## config.mk

```make
export PLATFORM = sky130hd
export DESIGN_NAME = ordered_list_engine_unit
export DESIGN_NICKNAME = d
export VERILOG_FILES = /design/src/olist_pkg.sv /design/src/olist_cell.sv /design/src/ordered_list_engine_unit.sv
export VERILOG_INCLUDE_DIRS = /design/src /design/src/src
export SDC_FILE = /design/constraint.sdc
export NUM_CORES = 2
export LEC_CHECK = 0
export BUFFER_PORTS_ARGS = -buffer_cell sky130_fd_sc_hd__buf_2
export CORE_UTILIZATION = 70
export DETAILED_ROUTE_END_ITERATION = 7
export HOLD_SLACK_MARGIN = 0.12
export PLACE_DENSITY = 0.95
export SYNTH_ARGS = -nofsm -noshare
export SYNTH_HDL_FRONTEND = slang
export SYNTH_SLANG_ARGS = --single-unit
```

## constraint.sdc

```tcl
create_clock -name clk -period 10.1 [get_ports clk]
set_input_delay 1.01 -clock clk [delete_from_list [all_inputs] [get_ports clk]]
set_output_delay 1.01 -clock clk [all_outputs]
set_load 0.01 [all_outputs]
```

## src/ordered_list_engine_unit_macros.svh

```systemverilog
// Assertion macros shared by the ordered list engine files.
`ifndef ORDERED_LIST_ENGINE_UNIT_MACROS_SVH
`define ORDERED_LIST_ENGINE_UNIT_MACROS_SVH

// Condition that must hold at every clock edge outside reset.
`define OLE_ASSERT_HOLD(lbl, expr, msg) \
  lbl: assert property (@(posedge clk) disable iff (rst) (expr)) else $error(msg);

// Trigger in one cycle implies a consequence in the next cycle.
`define OLE_ASSERT_NEXT(lbl, pre, post, msg) \
  lbl: assert property (@(posedge clk) disable iff (rst) (pre) |=> (post)) else $error(msg);

`endif

```

## src/olist_pkg.sv

```systemverilog
// Types and constants shared by the ordered list engine modules.
package olist_pkg;

  localparam int DEFAULT_CAPACITY = 16;

  localparam int OPCODE_W   = 3;
  localparam int DATA_W     = 32;
  localparam int POS_W      = 8;
  localparam int STATUS_W   = 2;
  localparam int CNT_OUT_W  = 5;
  localparam int S_TDATA_W  = 48;
  localparam int M_TDATA_W  = 40;

  // Opcodes of an input transfer.
  localparam logic [OPCODE_W-1:0] OP_INSERT  = 3'd0;
  localparam logic [OPCODE_W-1:0] OP_DELETE  = 3'd1;
  localparam logic [OPCODE_W-1:0] OP_REVERSE = 3'd2;
  localparam logic [OPCODE_W-1:0] OP_REMOVE  = 3'd3;
  localparam logic [OPCODE_W-1:0] OP_CLEAR   = 3'd4;
  localparam logic [OPCODE_W-1:0] OP_DUMP    = 3'd5;

  // Result status codes.
  localparam logic [STATUS_W-1:0] ST_OK        = 2'd0;
  localparam logic [STATUS_W-1:0] ST_NOT_FOUND = 2'd1;
  localparam logic [STATUS_W-1:0] ST_FULL      = 2'd2;
  localparam logic [STATUS_W-1:0] ST_EMPTY     = 2'd3;

  // Commands broadcast to every cell of the row.
  localparam logic [2:0] CK_HOLD   = 3'd0;
  localparam logic [2:0] CK_INSERT = 3'd1;
  localparam logic [2:0] CK_DELETE = 3'd2;
  localparam logic [2:0] CK_REMOVE = 3'd3;
  localparam logic [2:0] CK_ROTATE = 3'd4;

  typedef struct packed {
    logic [2:0]               kind;
    logic signed [DATA_W-1:0] operand;
    logic [POS_W-1:0]         pos;
  } cell_cmd_t;

endpackage

```

## src/olist_cell.sv

```systemverilog
// One storage cell of the ordered list row.
module olist_cell #(
  parameter int CAPACITY = olist_pkg::DEFAULT_CAPACITY,
  parameter int INDEX    = 0
) (
  input  logic                                 clk,
  input  olist_pkg::cell_cmd_t                 cmd,
  input  logic [$clog2(CAPACITY+1)-1:0]        count,
  input  logic [$clog2(CAPACITY)-1:0]          rot_m,
  input  logic signed [olist_pkg::DATA_W-1:0]  left_val,
  input  logic signed [olist_pkg::DATA_W-1:0]  right_val,
  input  logic signed [olist_pkg::DATA_W-1:0]  head_val,
  input  logic                                 hit_in,
  output logic                                 hit_out,
  output logic signed [olist_pkg::DATA_W-1:0]  value
);
  import olist_pkg::*;

  localparam int IW = $clog2(CAPACITY);
  localparam int CW = $clog2(CAPACITY + 1);
  localparam logic [IW-1:0]    MY_IDX = IW'(INDEX);
  localparam logic [CW-1:0]    MY_CNT = CW'(INDEX);
  localparam logic [POS_W-1:0] MY_POS = POS_W'(INDEX);

  logic                     valid;
  logic                     hit_self;
  logic signed [DATA_W-1:0] value_next;

  assign valid   = MY_CNT < count;
  assign hit_out = hit_in | hit_self;

  // hit_in is set when some cell to the left already matched.
  always_comb begin
    hit_self   = 1'b0;
    value_next = value;
    case (cmd.kind)
      CK_INSERT: begin
        hit_self = !valid || !(value < cmd.operand);
        if (hit_in) begin
          value_next = left_val;
        end else if (hit_self) begin
          value_next = cmd.operand;
        end
      end
      CK_DELETE: begin
        hit_self = valid && (value == cmd.operand);
        if (hit_in || hit_self) begin
          value_next = right_val;
        end
      end
      CK_REMOVE: begin
        hit_self = valid && (MY_POS == cmd.pos);
        if (hit_in || hit_self) begin
          value_next = right_val;
        end
      end
      CK_ROTATE: begin
        if (MY_IDX < rot_m) begin
          value_next = right_val;
        end else if (MY_IDX == rot_m) begin
          value_next = head_val;
        end
      end
      default: begin
      end
    endcase
  end

  always_ff @(posedge clk) begin
    value <= value_next;
  end

endmodule

```

## src/ordered_list_engine_unit.sv

```systemverilog
// Top level of the ordered list engine: control, result register and the cell row.
//
// Channel   Dir  Width  Contents
// s_axis    in   48     opcode, operand_value, position
// m_axis    out  40+1   entry_value, status, entry_count; tlast = last_flag
//
// Reverse of n > 1 entries runs in S_REV after its transfer; each cycle the head rotates
// into the end of the shrinking unreversed part. Dump of n > 0 entries emits one result per
// cycle, one rotation each, and pauses while m_axis stalls. Every other operation ends
// with the cycle of its transfer; its result is registered onto m_axis in the cycle after.
// rst clears count and the control state; cell contents are not reset. A new input transfer
// is taken once the row is idle and the result register is empty or being drained.
`include "ordered_list_engine_unit_macros.svh"

module ordered_list_engine_unit #(
  parameter int CAPACITY = olist_pkg::DEFAULT_CAPACITY
) (
  input  logic                              clk,
  input  logic                              rst,
  input  logic                              s_axis_tvalid,
  output logic                              s_axis_tready,
  // [2:0] opcode, [34:3] operand_value, [42:35] position, [47:43] zero
  input  logic [olist_pkg::S_TDATA_W-1:0]   s_axis_tdata,
  output logic                              m_axis_tvalid,
  input  logic                              m_axis_tready,
  // [31:0] entry_value, [33:32] status, [38:34] entry_count, [39] zero
  output logic [olist_pkg::M_TDATA_W-1:0]   m_axis_tdata,
  output logic                              m_axis_tlast
);
  import olist_pkg::*;

  localparam int IW = $clog2(CAPACITY);
  localparam int CW = $clog2(CAPACITY + 1);

  localparam logic [1:0] S_IDLE = 2'd0;
  localparam logic [1:0] S_REV  = 2'd1;
  localparam logic [1:0] S_DUMP = 2'd2;

  logic [1:0]    state, state_next;
  logic [CW-1:0] count, count_next;
  logic [IW-1:0] step, step_next;

  logic [OPCODE_W-1:0]      in_op;
  logic signed [DATA_W-1:0] in_operand;
  logic [POS_W-1:0]         in_pos;
  logic                     acc;
  logic                     out_free;
  logic                     empty;
  logic                     full;
  logic                     found;
  logic                     dump_last;
  logic                     grow;

  cell_cmd_t                cmd;
  logic [IW-1:0]            rot_m;
  logic [CAPACITY:0]        hit;
  logic signed [DATA_W-1:0] vals [CAPACITY];

  logic                     load;
  logic signed [DATA_W-1:0] ld_value;
  logic                     ld_last;
  logic [STATUS_W-1:0]      ld_status;

  assign in_op      = s_axis_tdata[OPCODE_W-1:0];
  assign in_operand = s_axis_tdata[OPCODE_W +: DATA_W];
  assign in_pos     = s_axis_tdata[OPCODE_W+DATA_W +: POS_W];

  assign out_free      = !m_axis_tvalid || m_axis_tready;
  assign s_axis_tready = (state == S_IDLE) && out_free;
  assign acc           = s_axis_tvalid && s_axis_tready;
  assign empty         = count == '0;
  assign full          = count == CW'(CAPACITY);
  assign found         = hit[CAPACITY];
  assign dump_last     = step == IW'(count - CW'(1));
  assign grow          = acc && (in_op == OP_INSERT) && !full;

  // Command to the row; it must not depend on the match chain.
  always_comb begin
    cmd.kind    = CK_HOLD;
    cmd.operand = in_operand;
    cmd.pos     = in_pos;
    rot_m       = step;
    case (state)
      S_IDLE: begin
        if (acc) begin
          case (in_op)
            OP_INSERT: cmd.kind = full ? CK_HOLD : CK_INSERT;
            OP_DELETE: cmd.kind = CK_DELETE;
            OP_REMOVE: cmd.kind = CK_REMOVE;
            default:   cmd.kind = CK_HOLD;
          endcase
        end
      end
      S_REV: begin
        cmd.kind = CK_ROTATE;
      end
      S_DUMP: begin
        rot_m = IW'(count - CW'(1));
        if (out_free) begin
          cmd.kind = CK_ROTATE;
        end
      end
      default: begin
      end
    endcase
  end

  always_comb begin
    state_next = state;
    count_next = count;
    step_next  = step;
    load       = 1'b0;
    ld_value   = '0;
    ld_last    = 1'b1;
    ld_status  = ST_OK;
    case (state)
      S_IDLE: begin
        if (acc) begin
          load = 1'b1;
          case (in_op)
            OP_INSERT: begin
              if (full) begin
                ld_status = ST_FULL;
              end else begin
                count_next = count + CW'(1);
              end
            end
            OP_DELETE, OP_REMOVE: begin
              if (empty) begin
                ld_status = ST_EMPTY;
              end else if (found) begin
                count_next = count - CW'(1);
              end else begin
                ld_status = ST_NOT_FOUND;
              end
            end
            OP_REVERSE: begin
              if (count > CW'(1)) begin
                state_next = S_REV;
                step_next  = IW'(count - CW'(1));
              end
            end
            OP_CLEAR: begin
              count_next = '0;
            end
            OP_DUMP: begin
              if (empty) begin
                ld_status = ST_EMPTY;
              end else begin
                load       = 1'b0;
                state_next = S_DUMP;
                step_next  = '0;
              end
            end
            default: begin
            end
          endcase
        end
      end
      S_REV: begin
        step_next = step - IW'(1);
        if (step == IW'(1)) begin
          state_next = S_IDLE;
        end
      end
      S_DUMP: begin
        if (out_free) begin
          load      = 1'b1;
          ld_value  = vals[0];
          ld_last   = dump_last;
          step_next = step + IW'(1);
          if (dump_last) begin
            state_next = S_IDLE;
          end
        end
      end
      default: begin
        state_next = S_IDLE;
      end
    endcase
  end

  always_ff @(posedge clk) begin
    if (rst) begin
      state <= S_IDLE;
      count <= '0;
      step  <= '0;
    end else begin
      state <= state_next;
      count <= count_next;
      step  <= step_next;
    end
  end

  always_ff @(posedge clk) begin
    if (rst) begin
      m_axis_tvalid <= 1'b0;
    end else if (load) begin
      m_axis_tvalid <= 1'b1;
    end else if (m_axis_tready) begin
      m_axis_tvalid <= 1'b0;
    end
  end

  always_ff @(posedge clk) begin
    if (load) begin
      m_axis_tdata <= {1'b0, CNT_OUT_W'(count_next), ld_status, ld_value};
      m_axis_tlast <= ld_last;
    end
  end

  assign hit[0] = 1'b0;

  for (genvar i = 0; i < CAPACITY; i++) begin : g_cell
    logic signed [DATA_W-1:0] left_val;
    logic signed [DATA_W-1:0] right_val;

    if (i == 0) begin : g_first
      assign left_val = '0;
    end else begin : g_inner_l
      assign left_val = vals[i-1];
    end

    if (i == CAPACITY - 1) begin : g_last
      assign right_val = '0;
    end else begin : g_inner_r
      assign right_val = vals[i+1];
    end

    olist_cell #(
      .CAPACITY (CAPACITY),
      .INDEX    (i)
    ) u_cell (
      .clk       (clk),
      .cmd       (cmd),
      .count     (count),
      .rot_m     (rot_m),
      .left_val  (left_val),
      .right_val (right_val),
      .head_val  (vals[0]),
      .hit_in    (hit[i]),
      .hit_out   (hit[i+1]),
      .value     (vals[i])
    );
  end

  `OLE_ASSERT_HOLD(a_count_bound, count <= CW'(CAPACITY), "count above capacity")
  `OLE_ASSERT_NEXT(a_count_idle, !acc, $stable(count), "count moved without a transfer")
  `OLE_ASSERT_NEXT(a_insert_grows, grow, count == $past(count) + CW'(1), "insert did not grow")
  `OLE_ASSERT_HOLD(a_dump_nonempty, (state != S_DUMP) || !empty, "dump running on an empty list")

endmodule
```

==> impl_metrics.tcl <==
set metrics [dict create \
    p_seq_share_pct 42.1 \
    whs_path_depth 2 \
    cts_tree "built" \
    htreeDepth 3 \
    fp.coreArea_um2 61700 \
    peakVddDrop_mv 0.161 \
    cpMostUsedCell "buf_4" \
    wl_per_cell_um 29.6 \
    vias_per_cell 7.86 \
    instances_no_fill 5302 \
    grt_usage_pct 48.4 \
    reg2reg_slack_ns 3.84 \
    power.internal_mw 4.80 \
    r2r-end "g_cell[12].u_cell.value[26]$_DFFE_PP_" \
    hold_start "state[0]$_SDFFE_PP0P_" \
    fmax_ghz 0.148 \
    synth.distinct_cells 92 \
    num_vias 41700 \
    fp.dieW_um 252 \
    overflow 0 \
    rsz0062_at_grt "false" \
    design.portCount 95 \
    status "finished, violations left" \
    dr.pass1.iters 8 \
    power_density_nw_per_um2 153 \
    p_clk_share_pct 32.2 \
    synth-main-ff-cell "edfxtp_1" \
    crit_arrival_ns 7.07 \
    initial_core_util_pct 70.9 \
    p_sw_mw 2.45 \
    grt_pass1_vias 39700 \
    synth_area_per_cell_um2 9.81 \
    violations "DRC" \
    hold_class "reg -> reg" \
    report.final.slew_viol_count 0 \
    cp_cell_sequence "buf_2, inv_1, buf_4, ha_1, nand4_1, nor4_1, a22oi_1, o211ai_1, nor3b_1, nor3_1, buf_4, nor3_2, buf_4, nor4b_4, nand4_2, buf_4, nor2_1, nor3_2, buf_4" \
    yosysSeqAreaShare_pct 38.5 \
    worstMarginPinSlew_ns 1.28 \
    cp-end-kind "register" \
    drive_above_1_share_pct 9.91 \
    dp_cells 5176 \
    rr_startpoint "count[2]$_SDFF_PP0_" \
    critPathSlowestCell "buf_4" \
    synthCells 4459 \
    finalHoldViolCount 0 \
    synth_seq_cells 564 \
    grt_start_max_net_pins 116 \
    tns_ns 0 \
    syn_area_um2 43700 \
    worstPathMaxFanout 38 \
    rr_worst_depth 16 \
    syn-num-nets 5035 \
    drc 3 \
    min_to "state[0]$_SDFFE_PP0P_" \
    numCtsBuffers 68 \
    die_area_um2 63500 \
    cpPeakStageDelay_ns 0.73 \
    p_leak_nw 18.2 \
    postLayoutCoreUtil_pct 76.6 \
    cts.sinks 564 \
    hold_buffers 0 \
    antenna_found_initial 3 \
    syn_to_final_growth_pct 8.08 \
    clk-insertion-delay-late_ns 0.64 \
    swShare_pct 33.8 \
    setup_viol 0 \
    routed_wl_mm 157 \
    die_h_um 252 \
    hpwl_mm 115 \
    drt-initial-drc-count 7728 \
    ctsResizeCount 0 \
    row_count 91 \
    gp_congestion 1.03 \
    relSlewSlack_pct 14.7 \
    post_cts_buffers 0 \
    combPwrFrac_pct 25.7 \
    cp.required_ns 10.42 \
    cap_viol_max_count 0 \
    worstSetupStartpointType "input port" \
    root_buffer "clkbuf_16" \
    path_clk_slew_ns 0.05 \
    clk_path_buf_depth 3 \
    yosysWarnings 0 \
    period_share_pct 66.8 \
    grt_pass1_wl_mm 235 \
    final_nets 4985 \
    skew_ns 0.0318 \
    worst-setup-path-type "in -> reg" \
    portBuffers 88 \
    fin_crit_ns 6.75 \
    synth-edff-count 552 \
    ant_nets 0 \
    synthArstFlopShare_pct 0 \
]
## cell usage after synthesis, drive strengths merged (6+ instances only)
cell	number	area [µm²]
nor4b	9	100
a2111oi	14	141
a31oi	16	100
nor3b	6	45.0
and2	14	87.6
buf	75	418
edfxtp	552	16600
a221oi	7	61.3
o21ai	474	2370
nand2	274	1040
dfxtp	12	240
o2111ai	35	307
nor3	102	532
xnor2	8	70.1
nor2b	25	156
and4	16	140
o221ai	17	149
nor4	35	231
or3	37	231
o32ai	8	77.6
a32oi	6	52.6
ha	524	6560
o21a	17	128
mux2i	297	2970
a22oi	378	2840
nor2	218	837
a21oi	329	1650
a211oi	34	255
inv	106	398
clkbuf	282	1060
and3	40	250
a221o	6	60.1
nand3	99	505
nand4	105	676
a21o	61	458
a222oi	29	290
or2	7	43.8
nand2b	17	106
o31ai	7	57.6
o211ai	75	713
## sequential cells by signal, summed over array words and instances, names as in the netlist
register             count
count                    5
g_cell.u_cell.value    512
state                    2
m_axis_tvalid            1
m_axis_tlast             1
m_axis_tdata            39
step                     4
## routing by layer
layer	track usage [%]	vias to the layer above	wire length [µm]
met4	30.3	2	11000
met3	16.2	813	27800
met2	69.2	4120	65000
li1	-	17500	-
met5	1.62	-	129
met1	63.0	19200	53200
## worst max-delay path: cells and delay by family
| family | cells | cell delay [ns] |
|---|---|---|
| buf+inv | 7 | 2.75 |
| simple gates | 9 | 2.61 |
| compound gates | 2 | 0.32 |
| fa+ha+maj | 1 | 0.35 |
## kinds of logic (layout without fill, tap and decap cells)
| group | after synthesis | in the layout | share of synthesized area [%] |
|---|---|---|---|
| and+or+nand+nor | 1025 | 1025 | 11.8 |
| xor gates and xnor gates | 9 | 9 | 0.180 |
| AOI/OAI and AO/OA | 1576 | 1576 | 23.5 |
| DFF | 564 | 564 | 38.5 |
| buffers and inverters | 463 | 466 | 4.29 |
| adders and majority gates | 524 | 524 | 15.0 |
| muxes | 297 | 297 | 6.80 |
| other | 1 | 4 | 0.00858 |
## layout by cell type, fill, tap and decap left out, types with 28 or more instances in the layout
master,n
o21ai_1,60
nor4_1,32
a222oi_1,29
a21oi_1,324
nor2_1,207
buf_2,88
a22oi_1,378
nor3_1,88
o21ai_0,408
nand2_1,267
and3_1,40
nand3_1,95
a21o_1,61
inv_1,106
edfxtp_1,552
o2111ai_1,34
buf_4,148
o211ai_2,30
ha_1,524
a211oi_1,28
mux2i_1,297
o211ai_1,45
clkbuf_16,71
or3_1,36
nand4_1,102
## worst max path at each step
stage	cells past startpoint	end	slack, ns	start
5_1_grt	19	g_cell[12].u_cell.value[22]$_DFFE_PP_	3.20	s_axis_tdata[30]
2_1_floorplan	14	g_cell[15].u_cell.value[0]$_DFFE_PP_	3.20	s_axis_tdata[34]
3_3_place_gp	19	g_cell[12].u_cell.value[5]$_DFFE_PP_	3.08	s_axis_tdata[30]
4_1_cts	19	g_cell[12].u_cell.value[0]$_DFFE_PP_	3.60	s_axis_tdata[30]
6_report	19	g_cell[12].u_cell.value[26]$_DFFE_PP_	3.35	s_axis_tdata[30]
3_5_place_dp	19	g_cell[12].u_cell.value[6]$_DFFE_PP_	2.98	s_axis_tdata[30]
## power by group through the flow
stage	logic, mW	clock network [mW]	registers [mW]
finish	1.86	2.33	3.05
global route	1.97	2.39	3.06
CTS	1.77	2.32	3.04
detailed placement	1.75	0	3.08
global placement	1.67	0	3.07
floorplan	1.22	0	3.03
## through the flow
step / area [µm²] / total power, mW / setup WS, ns / hold slack [ns]
floorplan: 43700 / 4.25 / 3.20 / 0.517
global placement: 45200 / 4.74 / 3.08 / 0.552
detailed placement: 45200 / 4.83 / 2.98 / 0.569
CTS: 47300 / 7.12 / 3.60 / 0.578
global route: 47300 / 7.43 / 3.20 / 0.623
finish: 47300 / 7.25 / 3.35 / 0.582
## cell type report
type / instances / area [µm²]
multi-input cells: 3432 / 25400
flip-flops and latches: 564 / 16800
fillers: 4019 / 14500
clock buffers: 95 / 1880
repair buffers: 237 / 1570
well taps: 837 / 1050
inverters: 106 / 398
clock inverters: 28 / 153
diodes: 3 / 7.51
No activity file was read; power rests on OpenSTA's default activity.
